**src/hdl/mbmt_pkg.sv**
```systemverilog
// shared types, constants and arithmetic helpers for the backprop trainer
package mbmt_pkg;

  localparam int FRAC_BITS = 12;
  localparam int GAIN_FRAC = 12;
  localparam int WORD_BITS = 24;
  localparam int ACT_W     = 13;
  localparam int SUM_W     = 38;
  localparam int TERM_W    = 26;
  localparam int OSUM_W    = 30;
  localparam int MA_W      = 36;
  localparam int MB_W      = 25;
  localparam int P_W       = MA_W + MB_W;
  localparam int WIDE_W    = 40;
  localparam int ERR_W     = 14;
  localparam int GAIN_W    = 13;
  localparam int STEP_W    = 5;
  localparam logic [STEP_W-1:0] UPD_FIRST = 5'd14;
  localparam logic [STEP_W-1:0] LAST_STEP = 5'd29;
  localparam logic [ACT_W-1:0] ONE = 13'd4096;
  localparam logic [GAIN_W-1:0] LEARN_RATE_RST    = 13'd2048;
  localparam logic [GAIN_W-1:0] MOMENTUM_GAIN_RST = 13'd3686;

  // register indexes on the configuration channel
  localparam logic REG_LEARN_RATE    = 1'b0;
  localparam logic REG_MOMENTUM_GAIN = 1'b1;

  typedef enum logic [3:0] {
    L_NONE, L_MUL_A, L_ACC_A, L_ACC_B, L_SIG, L_MUL_HO, L_TERM, L_Q,
    L_BS, L_BD, L_DH, L_GRAD, L_ETA, L_ALPHA, L_WRITE
  } lane_op_t;

  typedef enum logic [2:0] {
    M_NONE, M_SUM, M_SIG, M_ERR, M_DO1, M_DO2, M_HSQ
  } merge_op_t;

  typedef struct packed {
    lane_op_t  lop;
    logic [1:0] slot;
    merge_op_t mop;
  } ctl_t;

  typedef struct packed {
    logic                        en;
    logic [3:0]                  index;
    logic signed [WORD_BITS-1:0] value;
  } load_t;

  // schedule of one training pass
  function automatic ctl_t step_ctl(input logic [STEP_W-1:0] step);
    ctl_t c;
    logic [STEP_W-1:0] u;
    c.lop  = L_NONE;
    c.slot = 2'd0;
    c.mop  = M_NONE;
    u      = step - UPD_FIRST;
    case (step)
      5'd0:  c.lop = L_MUL_A;
      5'd1:  c.lop = L_ACC_A;
      5'd2:  c.lop = L_ACC_B;
      5'd3:  c.lop = L_SIG;
      5'd4:  c.lop = L_MUL_HO;
      5'd5:  c.lop = L_TERM;
      5'd6:  begin c.lop = L_Q; c.mop = M_SUM; end
      5'd7:  c.mop = M_SIG;
      5'd8:  c.mop = M_ERR;
      5'd9:  c.mop = M_DO1;
      5'd10: c.mop = M_DO2;
      5'd11: begin c.lop = L_BS; c.mop = M_HSQ; end
      5'd12: c.lop = L_BD;
      5'd13: c.lop = L_DH;
      default: begin
        c.slot = u[3:2];
        case (u[1:0])
          2'd0:    c.lop = L_GRAD;
          2'd1:    c.lop = L_ETA;
          2'd2:    c.lop = L_ALPHA;
          default: c.lop = L_WRITE;
        endcase
      end
    endcase
    return c;
  endfunction

  // piecewise-linear sigmoid, result in Q1.12
  function automatic logic [ACT_W-1:0] sigmoid(input logic signed [SUM_W-1:0] x);
    logic [SUM_W:0]   a;
    logic [ACT_W-1:0] y;
    a = x[SUM_W-1] ? (SUM_W+1)'(-(SUM_W+1)'(x)) : (SUM_W+1)'(x);
    if (a >= 39'd20480)      y = ONE;
    else if (a >= 39'd9728)  y = 13'(a >> 5) + 13'd3456;
    else if (a >= 39'd4096)  y = 13'(a >> 3) + 13'd2560;
    else                     y = 13'(a >> 2) + 13'd2048;
    return x[SUM_W-1] ? ONE - y : y;
  endfunction

  // clip to the word, flag in the top bit
  function automatic logic [WORD_BITS:0] sat_word(input logic signed [WIDE_W-1:0] v);
    logic signed [WIDE_W-1:0] hi;
    logic signed [WIDE_W-1:0] lo;
    hi = WIDE_W'((41'sd1 <<< (WORD_BITS-1)) - 41'sd1);
    lo = -WIDE_W'(41'sd1 <<< (WORD_BITS-1));
    if (v > hi)      return {1'b1, hi[WORD_BITS-1:0]};
    else if (v < lo) return {1'b1, lo[WORD_BITS-1:0]};
    else             return {1'b0, v[WORD_BITS-1:0]};
  endfunction

endpackage

```
**src/hdl/mbmt_merge.sv**
```systemverilog
// output unit: sums the lane terms, output sigmoid, error, half squared error, output delta, bias update
module mbmt_merge import mbmt_pkg::*; #(
  parameter int HIDDEN_UNITS = 2
) (
  input  logic                        clk,
  input  logic                        rst,
  input  ctl_t                        ctl,
  input  load_t                       load,
  input  logic signed [TERM_W-1:0]    terms [HIDDEN_UNITS],
  input  logic [ACT_W-1:0]            tgt,
  input  logic [GAIN_W-1:0]           eta,
  input  logic [GAIN_W-1:0]           alpha,
  output logic [ACT_W-1:0]            o,
  output logic [11:0]                 half_sq,
  output logic signed [ERR_W-1:0]     d_out,
  output logic                        clip
);

  localparam logic [5:0] BIAS_IDX = 6'(3 * HIDDEN_UNITS);

  logic signed [WORD_BITS-1:0] wb;
  logic signed [WORD_BITS-1:0] mb;
  logic signed [P_W-1:0]       prod;
  logic signed [OSUM_W-1:0]    sum;
  logic signed [OSUM_W-1:0]    sum_next;
  logic signed [ERR_W-1:0]     err;
  logic signed [36:0]          t;
  logic signed [MA_W-1:0]      mul_a;
  logic signed [MB_W-1:0]      mul_b;
  logic signed [WIDE_W-1:0]    chg;
  logic signed [WIDE_W-1:0]    wsum;
  logic [WORD_BITS:0]          m_sat;
  logic [WORD_BITS:0]          w_sat;
  logic                        upd;

  assign upd = (ctl.slot == 2'd0);

  // adder over the lane terms
  always_comb begin
    sum_next = OSUM_W'(wb);
    for (int j = 0; j < HIDDEN_UNITS; j++) sum_next = sum_next + OSUM_W'(terms[j]);
  end

  // operand selection
  always_comb begin
    mul_a = '0;
    mul_b = '0;
    case (ctl.mop)
      M_ERR: begin mul_a = MA_W'({1'b0, o}); mul_b = MB_W'({1'b0, ONE - o}); end
      M_DO1: begin mul_a = MA_W'(err); mul_b = MB_W'(prod); end
      M_DO2: begin mul_a = MA_W'(err); mul_b = MB_W'(err); end
      default: ;
    endcase
    if (upd) begin
      case (ctl.lop)
        L_GRAD:  begin mul_a = MA_W'({1'b0, ONE}); mul_b = MB_W'(d_out); end
        L_ETA:   begin mul_a = MA_W'(prod >>> GAIN_FRAC); mul_b = MB_W'({1'b0, eta}); end
        L_ALPHA: begin mul_a = MA_W'(mb); mul_b = MB_W'({1'b0, alpha}); end
        default: ;
      endcase
    end
  end

  // bias update arithmetic
  always_comb begin
    chg   = WIDE_W'(t) + WIDE_W'(prod >>> GAIN_FRAC);
    m_sat = sat_word(chg);
    wsum  = WIDE_W'(wb) + WIDE_W'($signed(m_sat[WORD_BITS-1:0]));
    w_sat = sat_word(wsum);
    clip  = upd && (ctl.lop == L_WRITE) && (m_sat[WORD_BITS] || w_sat[WORD_BITS]);
  end

  // datapath registers
  always_ff @(posedge clk) begin
    prod <= mul_a * mul_b;
    case (ctl.mop)
      M_SUM: sum     <= sum_next;
      M_SIG: o       <= sigmoid(SUM_W'(sum));
      M_ERR: err     <= ERR_W'({1'b0, tgt}) - ERR_W'({1'b0, o});
      M_DO2: d_out   <= ERR_W'(prod >>> (2 * FRAC_BITS));
      M_HSQ: half_sq <= 12'(prod >>> (FRAC_BITS + 1));
      default: ;
    endcase
    if (upd && ctl.lop == L_ALPHA) t <= 37'(prod >>> GAIN_FRAC);
  end

  // output bias weight and its momentum
  always_ff @(posedge clk) begin
    if (rst) begin
      wb <= '0;
      mb <= '0;
    end else if (load.en) begin
      if ({2'b00, load.index} == BIAS_IDX) begin
        wb <= load.value;
        mb <= '0;
      end
    end else if (upd && ctl.lop == L_WRITE) begin
      mb <= m_sat[WORD_BITS-1:0];
      wb <= w_sat[WORD_BITS-1:0];
    end
  end

endmodule

```
**config.mk**
```make
export PLATFORM = sky130hd
export DESIGN_NAME = mbmt_merge
export DESIGN_NICKNAME = d
export VERILOG_FILES = /design/src/hdl/mbmt_pkg.sv /design/src/hdl/mbmt_merge.sv
export SDC_FILE = /design/constraint.sdc
export NUM_CORES = 2
export LEC_CHECK = 0
export BUFFER_PORTS_ARGS = -buffer_cell sky130_fd_sc_hd__buf_2
export CORE_ASPECT_RATIO = 1.5
export CORE_MARGIN = 4
export CORE_UTILIZATION = 44
export DETAILED_ROUTE_END_ITERATION = 16
export GPL_TIMING_DRIVEN = 0
export PLACE_DENSITY = 0.64
export SLEW_MARGIN = 0
export SYNTH_ARGS = -nofsm -noshare
export SYNTH_HDL_FRONTEND = slang
export SYNTH_SLANG_ARGS = --single-unit
```
**constraint.sdc**
```tcl
create_clock -name clk -period 31.3 [get_ports clk]
set_clock_uncertainty 0.15 [all_clocks]
set_input_delay 4.695 -clock clk [delete_from_list [all_inputs] [get_ports clk]]
set_output_delay 4.695 -clock clk [all_outputs]
set_load 0.01 [all_outputs]
```
Yosys cells after proc, flatten, opt, wreduce, memory -nomap -nowiden
Index checks and enable logic that the tools add are counted.
Storage, ports and cells
  bits of input ports: 131
  word-level logic and storage cells: 70
  flip-flop bits (word level): 218
  output and inout bits: 40
Operators by class
  order comparisons: 7
  multiplexer cells: 22
  add/subtract/negate cells: 11
  equal/unequal tests: 12
  reduce and logical (&&, ||, !) cells: 8
  multipliers: 1
Operator list (count)
  25-bit case mux with 3 select lines: 2
  24-bit 2-to-1 mux: 6
  25-bit 2-to-1 mux: 5
  36-bit case mux with 3 select lines: 1
  36-bit case mux with 2 select lines: 1
  13-bit 2-to-1 mux: 5
  36-bit by 25-bit multiplier with 52-bit output: 1
  37-bit by 40-bit adder with 40-bit output: 1
  40-bit by 24-bit > comparator with 1-bit output, second input constant: 1
  40-bit by 24-bit < comparator with 1-bit output, second input constant: 1
  13-bit by 12-bit adder with 13-bit output, second input constant: 3
  39-bit by 13-bit >= comparator with 1-bit output, second input constant: 1
  39-bit by 14-bit >= comparator with 1-bit output, second input constant: 1
  39-bit by 15-bit >= comparator with 1-bit output, second input constant: 1
  39-bit 2-to-1 mux: 1
  28-bit negator with 39-bit output: 1
  36-bit 2-to-1 mux: 1
  27-bit by 26-bit adder with 28-bit output: 1
  24-bit by 26-bit adder with 27-bit output: 1
  13-bit subtractor, first input constant: 2
  24-bit by 24-bit adder with 25-bit output: 1
  25-bit by 24-bit > comparator with 1-bit output, second input constant: 1
  25-bit by 24-bit < comparator with 1-bit output, second input constant: 1
  4-bit equality test, second input constant: 4
  other kinds (12): 17

Longest topological paths before layout
  word-level depth: 10
  mapped depth: 36
  mapped depth without buffers: 34

Worst setup path after synthesis
OpenSTA, ideal clock, no wires.
  path type: input port to flip-flop
  from: input port ctl[7] in the netlist's numbering
  to: register prod[51]
  cell stages on the path: 32
  library setup time: 0.120 ns
  arrival time: 12.804 ns
  setup slack: 18.226 ns
  path buffers: 4
  cell sequence: nand2_1 nor3_1 clkbuf_1 clkbuf_1 clkbuf_1 nand2_1 a41oi_1 clkbuf_1 nand2_1 fa_1 inv_1 fa_1 inv_1 fa_1 fa_1 inv_1 fa_1 inv_1 fa_1 inv_1 fa_1 ha_1 a21o_1 a21o_1 a21oi_1 o21ai_0 nor4_1 o31a_1 nor3b_1 or4_1 a21oi_1 xnor2_1
Between the ends
  cells in the longest elaborated chain, start to end: 4
  elaborated cells between the ends (all ways): 8
  classes of those cells: mul: 1; eq/ne: 3; mux: 4
Ends and longest elaborated chain
  start, declared: RTL line mbmt_merge.sv:7  | input ctl_t ctl,
  4-bit equality test: RTL line mbmt_merge.sv:55  | case (ctl.lop)
  36-bit case mux with 3 select lines / 25-bit case mux with 3 select lines (equally long branches): RTL line mbmt_merge.sv:55
  36-bit 2-to-1 mux / 25-bit 2-to-1 mux (equally long branches): RTL line mbmt_merge.sv:54  | if (upd) begin
  36-bit by 25-bit multiplier with 52-bit output *: RTL line mbmt_merge.sv:75  | prod <= mul_a * mul_b;
  end signal, assigned: RTL line mbmt_merge.sv:75
  end, declared: RTL line mbmt_merge.sv:23  | logic signed [P_W-1:0] prod;
Mark *: on every way between the ends. The rest lies on a longest branch, timed or not.
A chain may end at the register's enable or synchronous reset.

Final worst setup path
Ends and elaborated chain as after synthesis.

==> results.json <==
{
  "status": "finished, violations left",
  "violations": "max-capacitance violations, max-slew violations",
  "overflow": 0,
  "synth_edf_count": 118,
  "synth_area_per_cell_sq_um": 8.90,
  "dr.pass1.iters": 9,
  "core_area_sq_mm": 0.0972,
  "cts_sinks": 218,
  "clock.fmax_mhz": 59.1,
  "whs_ns": 0.323,
  "ir_drop_v": 0.0000429,
  "syn_area_sq_mm": 0.0431,
  "synth_top_cell_by_area": "fa_1",
  "antenna_found_initial": 2,
  "h-tree-depth": 1,
  "synthAdderAreaFrac": 0.466,
  "ys.flop_type": "edfxtp_1",
  "cpPeakStageDelay_ns": 0.88,
  "portBuffers": 169,
  "drive_above_1_share": 0.0622,
  "path_class": "in -> reg",
  "tightestPinTransition_ns": 1.51,
  "ioPinCount": 171,
  "numCtsBuffers": 25,
  "synth_mux_area_frac": 0.00639,
  "clk_pin_slew_ns": 0.06,
  "setup_viol": 0,
  "seq_area_frac_synth": 0.129,
  "cts_root_buffer": "clkbuf_16",
  "start_util": 0.443,
  "n_fill_cell": 9475,
  "synth_xor_area_frac": 0.0390,
  "maxSlewViolCount": 8,
  "grt.total_usage": 0.289,
  "die_w_um": 263,
  "syn-num-nets": 6071,
  "synth-seq-cells": 218,
  "hold_viol": 0,
  "syn_inst": 4838,
  "synth_cell_types": 95,
  "slew_headroom": -0.0117,
  "yosys_warnings": 0,
  "ant_nets": 0,
  "cp.arrival_ns": 17.18,
  "synth_compound_area_frac": 0.120,
  "whs_path_depth": 0,
  "postLayoutCoreUtil": 0.478,
  "dieArea_sq_mm": 0.103,
  "die_h_um": 391,
  "vias": 35900,
  "area_growth_pct": 7.87,
  "ctsResizeCount": 0,
  "grt_util_met1": 0.313,
  "cts_max_path_buffers": 3,
  "synth-simple-area-share": 0.140,
  "num_rows": 140,
  "post-route-drc-count": 0,
  "grt_max_degree": 37,
  "synth_area_leaders": "fa_1, edfxtp_1, inv_1, ha_1, nand2_1",
  "start_kind": "input port",
  "async_flop_share": 0,
  "p_leak_nw": 21.2,
  "cellPowerDensity_mw_per_mm2": 44.8,
  "hold_path_class": "reg -> reg",
  "critPathMostFrequentCell": "fa_1",
  "fin_crit_sh": 0.540,
  "synth_top_family_by_area": "adder cells",
  "cap_violations": 1,
  "grt_pass1_vias": 38100,
  "post-place-cells": 6294,
  "met3_usage": 0.0357,
  "cts_tree": "yes",
  "drt_wl_total_mm": 150,
  "global_route.peak_usage_layer": "met2",
  "grt_pass1_wl_mm": 226,
  "cp_slowest_cell": "a211oi_1",
  "cp.required_ns": 31.56,
  "critPathMaxFanout": 10,
  "final_cells": 6342,
  "rsz0062_at_grt": "false",
  "dpl_cell_area_sq_mm": 0.0457,
  "hold_buffers": 0,
  "final_area_sq_mm": 0.0465,
  "drt_iter0_markers": 2990,
  "use_met2": 0.519,
  "gp_congestion": 0.996,
  "hpwlAfterDp_mm": 128,
  "min_period_ns": 16.92,
  "end_kind": "flop",
  "routedWlPerCell_um": 23.6,
  "reg2regPathDepth": 32,
  "yosys.area.top_type_share": 0.389,
  "nNetsFinal": 6276,
  "insertion_delay_ns": 0.57,
  "final.setup.tns_ns": 0,
  "via_per_inst": 5.67,
  "cts_setup_buffers": 0
}
-- logic make-up (layout without fill, tap and decap cells) --
kind of cell	after synthesis	after routing
mux	26	26
compound gates	780	780
flops	218	218
buf+inv	1132	1356
fa+ha+maj	1103	1103
other cells	0	2
xor+xnor	192	192
simple gates	1387	1387
-- power breakdown --
group	switching [W]	leakage (nW)	total, W	internal [W]
clock	0.000133	0.380	0.000288	0.000155
combinational	0.000863	18.9	0.00137	0.000505
sequential	0.0000668	1.89	0.000425	0.000359
total	0.00106	21.2	0.00208	0.00102
-- stage by stage --
step | setup slack, ns | power [W]
final | 14.38 | 0.00208
after floorplan | 18.23 | 0.00136
after detailed placement | 14.15 | 0.00179
after global routing | 14.19 | 0.00224
after global placement | 14.14 | 0.00177
after CTS | 14.72 | 0.00208
-- path summary, 6_finish.rpt --
path,start,to,slack (ns)
worst max-delay path,ctl[7],prod[51],14.38
worst min-delay path,prod[48],t[36],0.32
worst max register to register,o[1],prod[51],19.71
worst min register to register,prod[48],t[36],0.32
-- synth_stat cells, types with 11 or more instances --
library cell / n
a21boi_0: 12
mux2_2: 12
xnor2_1: 129
buf_1: 14
nor2b_1: 25
a21oi_1: 186
a21o_1: 78
o211ai_2: 21
mux2i_1: 14
o21bai_1: 25
o21ai_1: 41
o21ai_0: 146
nand3b_1: 24
clkbuf_1: 173
dfxtp_1: 100
a31oi_1: 38
o21a_1: 40
nand2b_1: 32
and2_1: 52
nand2_1: 688
nor2_1: 387
nor4_1: 14
nor3_1: 39
inv_1: 930
a22oi_1: 16
or3_1: 14
a211oi_1: 28
xor2_1: 63
nand4_1: 17
ha_1: 266
nand3_1: 44
a31o_2: 15
fa_1: 836
and3_1: 11
edfxtp_1: 118
a222oi_1: 11
o211ai_1: 21
-- metal layers --
layer | vias to the layer above | part of all wire | wire (um)
li1 | 15700 | - | -
met5 | - | 0 | 0
met4 | 0 | 0.095 | 14200
met1 | 18100 | 0.33 | 49800
met2 | 1657 | 0.51 | 75800
met3 | 540 | 0.066 | 9920
-- cell type report --
class	instances	area, sq um	share of cell area
multi-input cells	3488	33300	0.716
diodes	2	5.00	0.000108
plain buffers	200	797	0.0172
flip-flops and latches	218	5550	0.119
repair buffers	178	960	0.0207
clock inverters	15	111	0.00240
inverters	932	3500	0.0753
clock buffers	31	669	0.0144
well taps	1278	1600	0.0344
-- state kept, by name (all words and copies together) (netlist names) --
name / cells
half_sq: 12
err: 14
t: 37
prod: 52
sum: 28
wb: 24
d_out: 14
o: 13
mb: 24
-- worst max-delay path: cells and delay by family --
family	cells	cell delay, ns
adder cells (fa/ha/maj)	8	3.65
AO/OA/AOI/OAI	8	3.46
buffers and inverters	6	2.69
AND/OR/NAND/NOR	7	2.49
XOR/XNOR	1	0.15
-- cells in the final DEF (no fill, tap or decap), types with 32 or more instances in the layout --
cell / instances
a21oi_1: 181
o21a_1: 40
xor2_1: 63
and2_1: 51
clkbuf_1: 178
nand2b_1: 32
o21ai_1: 40
dfxtp_1: 100
nor2_1: 387
nand3_1: 44
ha_1: 266
o21ai_0: 146
xnor2_1: 129
inv_1: 930
fa_1: 836
nor3_1: 38
a21o_1: 78
nand2_1: 688
a31oi_1: 38
edfxtp_1: 118
buf_2: 177
Power figures use the tool's default switching activity.
