`config.mk`:
```
export PLATFORM = sky130hd
export DESIGN_NAME = mbmt_lane
export DESIGN_NICKNAME = d
export VERILOG_FILES = /design/src/hdl/mbmt_pkg.sv /design/src/hdl/mbmt_lane.sv
export SDC_FILE = /design/constraint.sdc
export NUM_CORES = 2
export LEC_CHECK = 0
export ABC_AREA = 0
export BUFFER_PORTS_ARGS = -buffer_cell sky130_fd_sc_hd__buf_2
export CORE_MARGIN = 2
export CORE_UTILIZATION = 60
export DETAILED_ROUTE_END_ITERATION = 12
export PLACE_DENSITY_LB_ADDON = 0.08
export SETUP_SLACK_MARGIN = 0.1
export SYNTH_ARGS = -nofsm -noshare
export SYNTH_HDL_FRONTEND = slang
export SYNTH_SLANG_ARGS = --single-unit
export TNS_END_PERCENT = 1
```
`constraint.sdc`:
```
create_clock -name clk -period 23.1 [get_ports clk]
set_clock_uncertainty 0.1 [all_clocks]
set_input_delay 2.31 -clock clk [delete_from_list [all_inputs] [get_ports clk]]
set_output_delay 2.31 -clock clk [all_outputs]
set_load 0.03 [all_outputs]
```
`src/hdl/mbmt_pkg.sv`:
```
// shared types, constants and arithmetic helpers for the backprop trainer
package mbmt_pkg;

  localparam int FRAC_BITS = 12;
  localparam int GAIN_FRAC = 12;
  localparam int WORD_BITS = 24;
  localparam int ACT_W     = 13;
  localparam int SUM_W     = 38;
  localparam int TERM_W    = 26;
  localparam int OSUM_W    = 30;
  localparam int MA_W      = 36;
  localparam int MB_W      = 25;
  localparam int P_W       = MA_W + MB_W;
  localparam int WIDE_W    = 40;
  localparam int ERR_W     = 14;
  localparam int GAIN_W    = 13;
  localparam int STEP_W    = 5;
  localparam logic [STEP_W-1:0] UPD_FIRST = 5'd14;
  localparam logic [STEP_W-1:0] LAST_STEP = 5'd29;
  localparam logic [ACT_W-1:0] ONE = 13'd4096;
  localparam logic [GAIN_W-1:0] LEARN_RATE_RST    = 13'd2048;
  localparam logic [GAIN_W-1:0] MOMENTUM_GAIN_RST = 13'd3686;

  // register indexes on the configuration channel
  localparam logic REG_LEARN_RATE    = 1'b0;
  localparam logic REG_MOMENTUM_GAIN = 1'b1;

  typedef enum logic [3:0] {
    L_NONE, L_MUL_A, L_ACC_A, L_ACC_B, L_SIG, L_MUL_HO, L_TERM, L_Q,
    L_BS, L_BD, L_DH, L_GRAD, L_ETA, L_ALPHA, L_WRITE
  } lane_op_t;

  typedef enum logic [2:0] {
    M_NONE, M_SUM, M_SIG, M_ERR, M_DO1, M_DO2, M_HSQ
  } merge_op_t;

  typedef struct packed {
    lane_op_t  lop;
    logic [1:0] slot;
    merge_op_t mop;
  } ctl_t;

  typedef struct packed {
    logic                        en;
    logic [3:0]                  index;
    logic signed [WORD_BITS-1:0] value;
  } load_t;

  // schedule of one training pass
  function automatic ctl_t step_ctl(input logic [STEP_W-1:0] step);
    ctl_t c;
    logic [STEP_W-1:0] u;
    c.lop  = L_NONE;
    c.slot = 2'd0;
    c.mop  = M_NONE;
    u      = step - UPD_FIRST;
    case (step)
      5'd0:  c.lop = L_MUL_A;
      5'd1:  c.lop = L_ACC_A;
      5'd2:  c.lop = L_ACC_B;
      5'd3:  c.lop = L_SIG;
      5'd4:  c.lop = L_MUL_HO;
      5'd5:  c.lop = L_TERM;
      5'd6:  begin c.lop = L_Q; c.mop = M_SUM; end
      5'd7:  c.mop = M_SIG;
      5'd8:  c.mop = M_ERR;
      5'd9:  c.mop = M_DO1;
      5'd10: c.mop = M_DO2;
      5'd11: begin c.lop = L_BS; c.mop = M_HSQ; end
      5'd12: c.lop = L_BD;
      5'd13: c.lop = L_DH;
      default: begin
        c.slot = u[3:2];
        case (u[1:0])
          2'd0:    c.lop = L_GRAD;
          2'd1:    c.lop = L_ETA;
          2'd2:    c.lop = L_ALPHA;
          default: c.lop = L_WRITE;
        endcase
      end
    endcase
    return c;
  endfunction

  // piecewise-linear sigmoid, result in Q1.12
  function automatic logic [ACT_W-1:0] sigmoid(input logic signed [SUM_W-1:0] x);
    logic [SUM_W:0]   a;
    logic [ACT_W-1:0] y;
    a = x[SUM_W-1] ? (SUM_W+1)'(-(SUM_W+1)'(x)) : (SUM_W+1)'(x);
    if (a >= 39'd20480)      y = ONE;
    else if (a >= 39'd9728)  y = 13'(a >> 5) + 13'd3456;
    else if (a >= 39'd4096)  y = 13'(a >> 3) + 13'd2560;
    else                     y = 13'(a >> 2) + 13'd2048;
    return x[SUM_W-1] ? ONE - y : y;
  endfunction

  // clip to the word, flag in the top bit
  function automatic logic [WORD_BITS:0] sat_word(input logic signed [WIDE_W-1:0] v);
    logic signed [WIDE_W-1:0] hi;
    logic signed [WIDE_W-1:0] lo;
    hi = WIDE_W'((41'sd1 <<< (WORD_BITS-1)) - 41'sd1);
    lo = -WIDE_W'(41'sd1 <<< (WORD_BITS-1));
    if (v > hi)      return {1'b1, hi[WORD_BITS-1:0]};
    else if (v < lo) return {1'b1, lo[WORD_BITS-1:0]};
    else             return {1'b0, v[WORD_BITS-1:0]};
  endfunction

endpackage

```
`src/hdl/mbmt_lane.sv`:
```
// one hidden unit: its three input weights, its output weight and momentum terms
module mbmt_lane import mbmt_pkg::*; #(
  parameter int HIDDEN_UNITS = 2,
  parameter int LANE_ID      = 0
) (
  input  logic                        clk,
  input  logic                        rst,
  input  ctl_t                        ctl,
  input  load_t                       load,
  input  logic signed [WORD_BITS-1:0] xa,
  input  logic signed [WORD_BITS-1:0] xb,
  input  logic signed [ERR_W-1:0]     d_out,
  input  logic [GAIN_W-1:0]           eta,
  input  logic [GAIN_W-1:0]           alpha,
  output logic signed [TERM_W-1:0]    term,
  output logic                        clip
);

  localparam logic [5:0] BASE    = 6'(3 * LANE_ID);
  localparam logic [5:0] OUT_IDX = 6'(3 * HIDDEN_UNITS + 1 + LANE_ID);

  logic signed [WORD_BITS-1:0] w [4];
  logic signed [WORD_BITS-1:0] m [4];
  logic signed [P_W-1:0]       prod;
  logic signed [SUM_W-1:0]     acc;
  logic [ACT_W-1:0]            h;
  logic signed [WORD_BITS-1:0] q;
  logic signed [WORD_BITS-1:0] dh;
  logic signed [36:0]          t;
  logic signed [MA_W-1:0]      mul_a;
  logic signed [MB_W-1:0]      mul_b;
  logic signed [WORD_BITS-1:0] s_bd;
  logic signed [WIDE_W-1:0]    chg;
  logic signed [WIDE_W-1:0]    wsum;
  logic [WORD_BITS:0]          m_sat;
  logic [WORD_BITS:0]          w_sat;
  logic [5:0]                  idx;

  assign idx  = {2'b00, load.index};
  assign s_bd = WORD_BITS'(prod >>> FRAC_BITS);

  // operand selection for the lane multiplier
  always_comb begin
    mul_a = '0;
    mul_b = '0;
    case (ctl.lop)
      L_MUL_A:  begin mul_a = MA_W'(xa); mul_b = MB_W'(w[1]); end
      L_ACC_A:  begin mul_a = MA_W'(xb); mul_b = MB_W'(w[2]); end
      L_MUL_HO: begin mul_a = MA_W'({1'b0, h}); mul_b = MB_W'(w[3]); end
      L_TERM:   begin mul_a = MA_W'({1'b0, h}); mul_b = MB_W'({1'b0, ONE - h}); end
      L_BS:     begin mul_a = MA_W'(d_out); mul_b = MB_W'(w[3]); end
      L_BD:     begin mul_a = MA_W'(s_bd); mul_b = MB_W'(q); end
      L_GRAD: begin
        case (ctl.slot)
          2'd0:    mul_a = MA_W'({1'b0, ONE});
          2'd1:    mul_a = MA_W'(xa);
          2'd2:    mul_a = MA_W'(xb);
          default: mul_a = MA_W'({1'b0, h});
        endcase
        mul_b = (ctl.slot == 2'd3) ? MB_W'(d_out) : MB_W'(dh);
      end
      L_ETA:    begin mul_a = MA_W'(prod >>> GAIN_FRAC); mul_b = MB_W'({1'b0, eta}); end
      L_ALPHA:  begin mul_a = MA_W'(m[ctl.slot]); mul_b = MB_W'({1'b0, alpha}); end
      default:  ;
    endcase
  end

  // new change and new weight for the slot being updated
  always_comb begin
    chg   = WIDE_W'(t) + WIDE_W'(prod >>> GAIN_FRAC);
    m_sat = sat_word(chg);
    wsum  = WIDE_W'(w[ctl.slot]) + WIDE_W'($signed(m_sat[WORD_BITS-1:0]));
    w_sat = sat_word(wsum);
    clip  = (ctl.lop == L_WRITE) && (m_sat[WORD_BITS] || w_sat[WORD_BITS]);
  end

  // datapath registers
  always_ff @(posedge clk) begin
    prod <= mul_a * mul_b;
    case (ctl.lop)
      L_ACC_A: acc  <= SUM_W'(w[0]) + SUM_W'(prod >>> FRAC_BITS);
      L_ACC_B: acc  <= acc + SUM_W'(prod >>> FRAC_BITS);
      L_SIG:   h    <= sigmoid(acc);
      L_TERM:  term <= TERM_W'(prod >>> FRAC_BITS);
      L_Q:     q    <= WORD_BITS'(prod);
      L_DH:    dh   <= WORD_BITS'(prod >>> (2 * FRAC_BITS));
      L_ALPHA: t    <= 37'(prod >>> GAIN_FRAC);
      default: ;
    endcase
  end

  // weights and momentum: loads and updates
  always_ff @(posedge clk) begin
    if (rst) begin
      for (int k = 0; k < 4; k++) begin
        w[k] <= '0;
        m[k] <= '0;
      end
    end else if (load.en) begin
      for (int k = 0; k < 3; k++) begin
        if (idx == BASE + 6'(k)) begin
          w[k] <= load.value;
          m[k] <= '0;
        end
      end
      if (idx == OUT_IDX) begin
        w[3] <= load.value;
        m[3] <= '0;
      end
    end else if (ctl.lop == L_WRITE) begin
      m[ctl.slot] <= m_sat[WORD_BITS-1:0];
      w[ctl.slot] <= w_sat[WORD_BITS-1:0];
    end
  end

endmodule

```
# [After elaboration in Yosys (flattened, before gate mapping)]
# Memories as Yosys holds them, arrays and structs flattened.
# Cells that the tools add are included.
[totals] output_inout_bits=27 wordCells=115 n_memories=2 ram_bits=192 latch_bits=0 rom_bits=0 ff_bits=214
[memory_table] name="m" words=4 word_bits=24 read_ports=1 rd_ports_with_merged_regs=0 wr=4 line="mbmt_lane.sv:23" text="logic signed [WORD_BITS-1:0] m [4];"
[memory_table] name="w" words=4 word_bits=24 read_ports=5 rd_ports_with_merged_regs=0 wr=4 line="mbmt_lane.sv:22" text="logic signed [WORD_BITS-1:0] w [4];"
[op_classes] shifts=0 bitwise=8 n_lt_le_gt_ge=7 n_reduce_logical=9 div_mod_pow=0 multipliers=1 add_sub_neg=10 muxes=51 eq_ne=20
[ops] op="$pmux 36 s8" n=1
[ops] op="$mux 24" n=10
[ops] op="$pmux 25 s8" n=1
[ops] op="$mux 25" n=5
[ops] op="$pmux 36 s3" n=1
[ops] op="$pmux 38 s2" n=1
[ops] op="$mux 13" n=5
[ops] op="$mul 36x25->52" n=1
[ops] op="$reduce_or 24->1" n=2
[ops] op="$add 37x40->40" n=1
[ops] op="$gt 40x24->1 const B" n=1
[ops] op="$lt 40x24->1 const B" n=1
[ops] op="$add 13x12->13 const B" n=3
[ops] op="$ge 39x13->1 const B" n=1
[ops] op="$ge 39x14->1 const B" n=1
[ops] op="$ge 39x15->1 const B" n=1
[ops] op="$mux 39" n=1
[ops] op="$neg 38->39" n=1
[ops] op="$add 24x38->38" n=1
[ops] op="$add 38x38->38" n=1
[ops] op="$eq 4x4->1 const B" n=7
[ops] op="$sub 13x13->13 const A" n=2
[ops] op="$add 24x24->25" n=1
[ops] op="$gt 25x24->1 const B" n=1
[ops] op="other kinds (15)" n=55

# [Longest topological paths before layout]
[depth] word_depth=10 mapped_depth=41 depth_no_buf=38

# [Least setup slack after synthesis]
# Ideal clock, no wire load.
[synth_timing] path_kind="input to register" startpoint="in ctl[6] (netlist bit)" endpoint="reg prod[51]" cell_stages=37 t_arrival_ps=12178 slack_ps=10750 n_path_buf=5 cell_sequence="nand2b_1 -> nor2_1 -> clkbuf_1 -> buf_1 -> clkbuf_1 -> a221oi_1 -> clkbuf_1 -> clkbuf_1 -> nand2_1 -> fa_1 -> fa_1 -> inv_1 -> fa_1 -> inv_1 -> fa_1 -> fa_1 -> fa_1 -> inv_1 -> fa_1 -> ha_1 -> a21o_1 -> a21oi_1 -> nor2_1 -> nor2_1 -> o21a_1 -> a31oi_1 -> nand3_1 -> a31oi_1 -> a211oi_1 -> o31ai_1 -> a31oi_1 -> nand2b_1 -> a21boi_0 -> or4_1 -> a31o_2 -> a21oi_1 -> xnor2_1"
[synth_via] elab_chain_len=4
[synth_lines] item="start, declared" line="mbmt_lane.sv:8" text="input ctl_t ctl,"
[synth_lines] item="$eq 4x3->1 or $eq 4x4->1 (tied branches)" line="mbmt_lane.sv:46" text="case (ctl.lop)"
[synth_lines] item="$reduce_or 2->1 (no source line)"
[synth_lines] item="$pmux 36 s8 or $pmux 25 s8 (tied branches)" line="mbmt_lane.sv:46"
[synth_lines] item="$mul 36x25->52 (*)" line="mbmt_lane.sv:79" text="prod <= mul_a * mul_b;"
[synth_lines] item="end signal, assigned" line="mbmt_lane.sv:79"
[synth_lines] item="end, declared" line="mbmt_lane.sv:24" text="logic signed [P_W-1:0] prod;"
# Every way passes the cells marked *; elsewhere a longest branch is shown, timed or not.
# A chain may end at the register's enable or synchronous reset.

# [Final worst setup path]
[layout_timing] startpoint="reg prod[14]" endpoint="out clip"
[layout_via] elab_chain_len=10
[layout_lines] item="$add 37x40->40 (*)" line="mbmt_lane.sv:70" text="chg = WIDE_W'(t) + WIDE_W'(prod >>> GAIN_FRAC);"
[layout_lines] item="$lt 40x24->1" line="mbmt_pkg.sv:104" text="else if (v < lo) return {1'b1, lo[WORD_BITS-1:0]};"
[layout_lines] item="$mux 25" line="mbmt_pkg.sv:104"
[layout_lines] item="$mux 25 (*)" line="mbmt_pkg.sv:103" text="if (v > hi) return {1'b1, hi[WORD_BITS-1:0]};"
[layout_lines] item="net m_sat[1]" line="mbmt_lane.sv:35" text="logic [WORD_BITS:0] m_sat;"
[layout_lines] item="$add 24x24->25 (*)" line="mbmt_lane.sv:72" text="wsum = WIDE_W'(w[ctl.slot]) + WIDE_W'($signed(m_sat[WORD_BITS-1:0]));"
[layout_lines] item="$lt 25x24->1" line="mbmt_pkg.sv:104"
[layout_lines] item="$mux 25" line="mbmt_pkg.sv:104"
[layout_lines] item="$mux 25 (*)" line="mbmt_pkg.sv:103"
[layout_lines] item="$logic_or 1x1->1 (*)" line="mbmt_lane.sv:74" text="clip = (ctl.lop == L_WRITE) && (m_sat[WORD_BITS] || w_sat[WORD_BITS]);"
[layout_lines] item="$logic_and 1x1->1 (*)" line="mbmt_lane.sv:74"
[layout_lines] item="end, declared" line="mbmt_lane.sv:16" text="output logic clip"
# The timed path passes the listed nets; every way through them passes the cells marked *.

==> impl_results.md <==
* Status: completed
* Synth top area cells: fa_1 (32%), edfxtp_1 (21%), ha_1 (6.4%), inv_1 (6.4%), nand2_1 (5.8%)
* Seq/Total Area, Yosys at 22.71%
* Busiest grt layer: met2
* Global-route wire length before repair at 257.5 mm
* Die X at 296.6 µm
* DRT Wirelength at 172.6 mm
* Setup TNS at 0 ns
* Top cell by count, worst path: a21oi_1
* Cells on Worst Hold Path at 0
* Post-synth top area share at 31.52%
* Critical R2R Capture: prod[51]$_DFF_P_
* Final setup fails at 0
* I/O Buffers at 151
* Layout cells sized above 1 at 9.831%
* CP Class: flop to output port
* Worst-case clock buffer depth at 3
* Hold EP: q[1]$_DFFE_PN_
* WL/cell at 26.13 µm
* Critical Path Source: prod[14]$_DFF_P_
* Via-to-Cell Ratio at 6.296
* Vias post-DR at 41,600
* Worst Path Max Fanout at 30
* Crit-path slowest cell: o21ai_0
* PwrDens at 103.3 nW/µm²
* Vias in the first global route at 41,060
* Critical Path Source Type: flop
* Post-route ant nets at 0
* CTS clk-pin slew, worst paths at 0.06 ns
* Detailed placement HPWL at 128.5 mm
* Met2 Use GR at 59.92%
* Slew Viols, Final at 0
* GPL Wtd Cong at 0.9864
* R2R depth at 34
* RR Startpoint: h[2]$_DFFE_PN_
* MaxCap Viol Count at 0
* Total CTS buffers at 50
* Post-CTS setup buffers at 0
* Fin crit share at 57.02%
* Latest clock arrival within the worst-skew pair at 0.66 ns
* IR drop worst, VDD at 0.07094 mV
* Antenna violations before repair at 14
* Critical hold path startpoint: prod[1]$_DFF_P_
* DP Cell Count at 6,505
* Worst path max stage delay at 0.92 ns
* IO Pins at 155
* Pre-CTS WS at 9.558 ns
* Yosys warns at 0
* Area grow syn2layout at 7.797%
* CP Data Arrival Time at 10.76 ns
* Rows at 107
* Min-Delay Path Class: flop to flop
* Post-cts gate resize count at 0
* Clock Root Buffer: clkbuf_16
* Maximum clock frequency at 75.92 MHz
* Post-Syn Area per Cell at 9.604 µm²
* Least-Margin Pin Slew at 1.216 ns
* Final Hold Vio Count at 0
* Area leader, netlist: fa_1
* Post-route insts no fill at 6,607
* Worst EP required at 20.69 ns
* Primary FF master, synth: edfxtp_1
* Core area at 85,010 µm²
* Worst path bufs/invs at 2
* Slew HR at 18.93%
* Die area at 87,990 µm²
* Sinks on Clock Net at 406
* Final min period at 13.17 ns
* RSZ-0062 raised after global routing: false
* Yosys reg bits at 406
* Remaining DRCs at 0
* GR Layer Usage met1 at 54.27%
* Syn nets at 6,551
* Final #Nets at 6,614
* EDFF count, synth at 354
* Crit. End Element: output port
* Met3 Resource Use GR at 12.33%
* CTS tree: done
* Total power at 5.723 mW
* CP delay by family, top: compound AO/OA/AOI/OAI gates
* Async set or reset register ratio after synthesis at 0%
* Cells after Synth at 5,350
* Hold buffers post-CTS at 0
* GRT overflow at 0
* Die height at 296.6 µm
* Post-synth cell types at 100
* Final core occ at 65.15%
* R2R Setup Slk at 11.82 ns
* Final WS setup at 9.928 ns
* Pleak at 24.61 nW
* DRT iter0 DRCs at 5,024
* Pin count of the biggest net entering global routing at 71
* Gr usage total at 40.41%
* Initial Util at 60.44%
* H-tree levels at 2
* Mapped Area at 51,380 µm²
* Initial DRT Pass Iterations at 10
## cell families (layout without fill, tap and decap cells)
kind of cell	Yosys count	count (layout)	share of synthesized area [%]
compound gates	749	749	9.787
xor+xnor	198	198	3.375
fa+ha+maj	1073	1073	37.95
buf+inv	1139	1241	8.372
flops	406	406	22.71
mux	123	123	3.699
other cells	0	11	0
simple gates	1662	1662	14.10
## power by group
| group | total [mW] | switching, mW | internal (mW) |
|---|---|---|---|
| Combinational | 3.86 | 2.52 | 1.35 |
| Sequential | 1.02 | 0.0790 | 0.945 |
| Clock | 0.839 | 0.357 | 0.482 |
| Total | 5.72 | 2.95 | 2.77 |
## how the worst max path moves through the flow
| stage | endpoint | slack [ns] | depth (start not counted) |
|---|---|---|---|
| 2_1_floorplan | prod[51]$_DFF_P_ | 10.75 | 37 |
| 3_3_place_gp | prod[51]$_DFF_P_ | 9.62 | 35 |
| 3_5_place_dp | prod[51]$_DFF_P_ | 9.56 | 38 |
| 4_1_cts | prod[51]$_DFF_P_ | 10.17 | 38 |
| 5_1_grt | prod[51]$_DFF_P_ | 9.54 | 38 |
| 6_report | clip | 9.93 | 32 |
## placed cells by master, fill, tap and decap left out, types with 49 or more instances in the layout
master | Yosys | layout
xor2_1 | 67 | 67
mux2_2 | 55 | 55
buf_2 | 11 | 149
a21o_1 | 55 | 55
buf_4 | 1 | 126
fa_1 | 809 | 809
dfxtp_1 | 52 | 52
inv_1 | 874 | 874
xnor2_1 | 131 | 131
edfxtp_1 | 354 | 354
clkbuf_16 | 0 | 50
nor2b_1 | 52 | 52
and2_1 | 59 | 59
nand3_1 | 56 | 51
nand2_1 | 798 | 794
a22oi_1 | 49 | 49
ha_1 | 264 | 264
a21oi_1 | 201 | 194
nor2_1 | 466 | 460
o21ai_0 | 142 | 142
## flip-flops by register name, summed over array words and instances (netlist names)
name and flops:
term 26, w 96, dh 24, q 24
h 13, m 96, prod 52, t 37
acc 38
## metrics by stage
step / hold slack [ns] / area (µm²)
2_1_floorplan: 0.2855 / 51380
3_3_place_gp: 0.2863 / 53670
3_5_place_dp: 0.2920 / 53670
4_1_cts: 0.3087 / 55360
5_1_grt: 0.3133 / 55360
6_report: 0.3107 / 55390
## Yosys cell counts (all sizes together), types with 28 or more instances
library cell and number:
and2 60, a21o 56, buf 29, ha 264, and3 29, edfxtp 354, nand2b 33, nor3 58
nand2 799, o211ai 28, mux4 48, a22oi 49, nor2 466, inv 874, nand3 56, dfxtp 52
fa 809, clkbuf 235, xor2 67, a21oi 202, a222oi 48, o21ai 167, xnor2 131, nor2b 52
mux2 55
## cell type report
class                           instances  area, µm²
Multi-Input combinational cell       3805      35590
Fill cell                            7031      29620
Sequential cell                       406      11670
Inverter                              875       3284
Timing Repair Buffer                  275       1692
Tap cell                             1144       1431
Clock buffer                           58       1291
Clock inverter                         33      404.1
Antenna cell                           11      27.53
## routing by layer
| metal | routed length (µm) | vias up |
|---|---|---|
| li1 | - | 17520 |
| met2 | 74660 | 2669 |
| met3 | 23250 | 553 |
| met1 | 64310 | 20850 |
| met5 | 61 | - |
| met4 | 10350 | 10 |
## worst register-to-register path: cells and delay by family (launching register included)
family,cells,cell delay (ns)
buf+inv,4,0.69
xor+xnor,2,0.35
simple gates,8,2.26
fa+ha+maj,8,3.92
compound gates,12,3.21
flops,1,0.66
(Power assumes the default switching activity.)
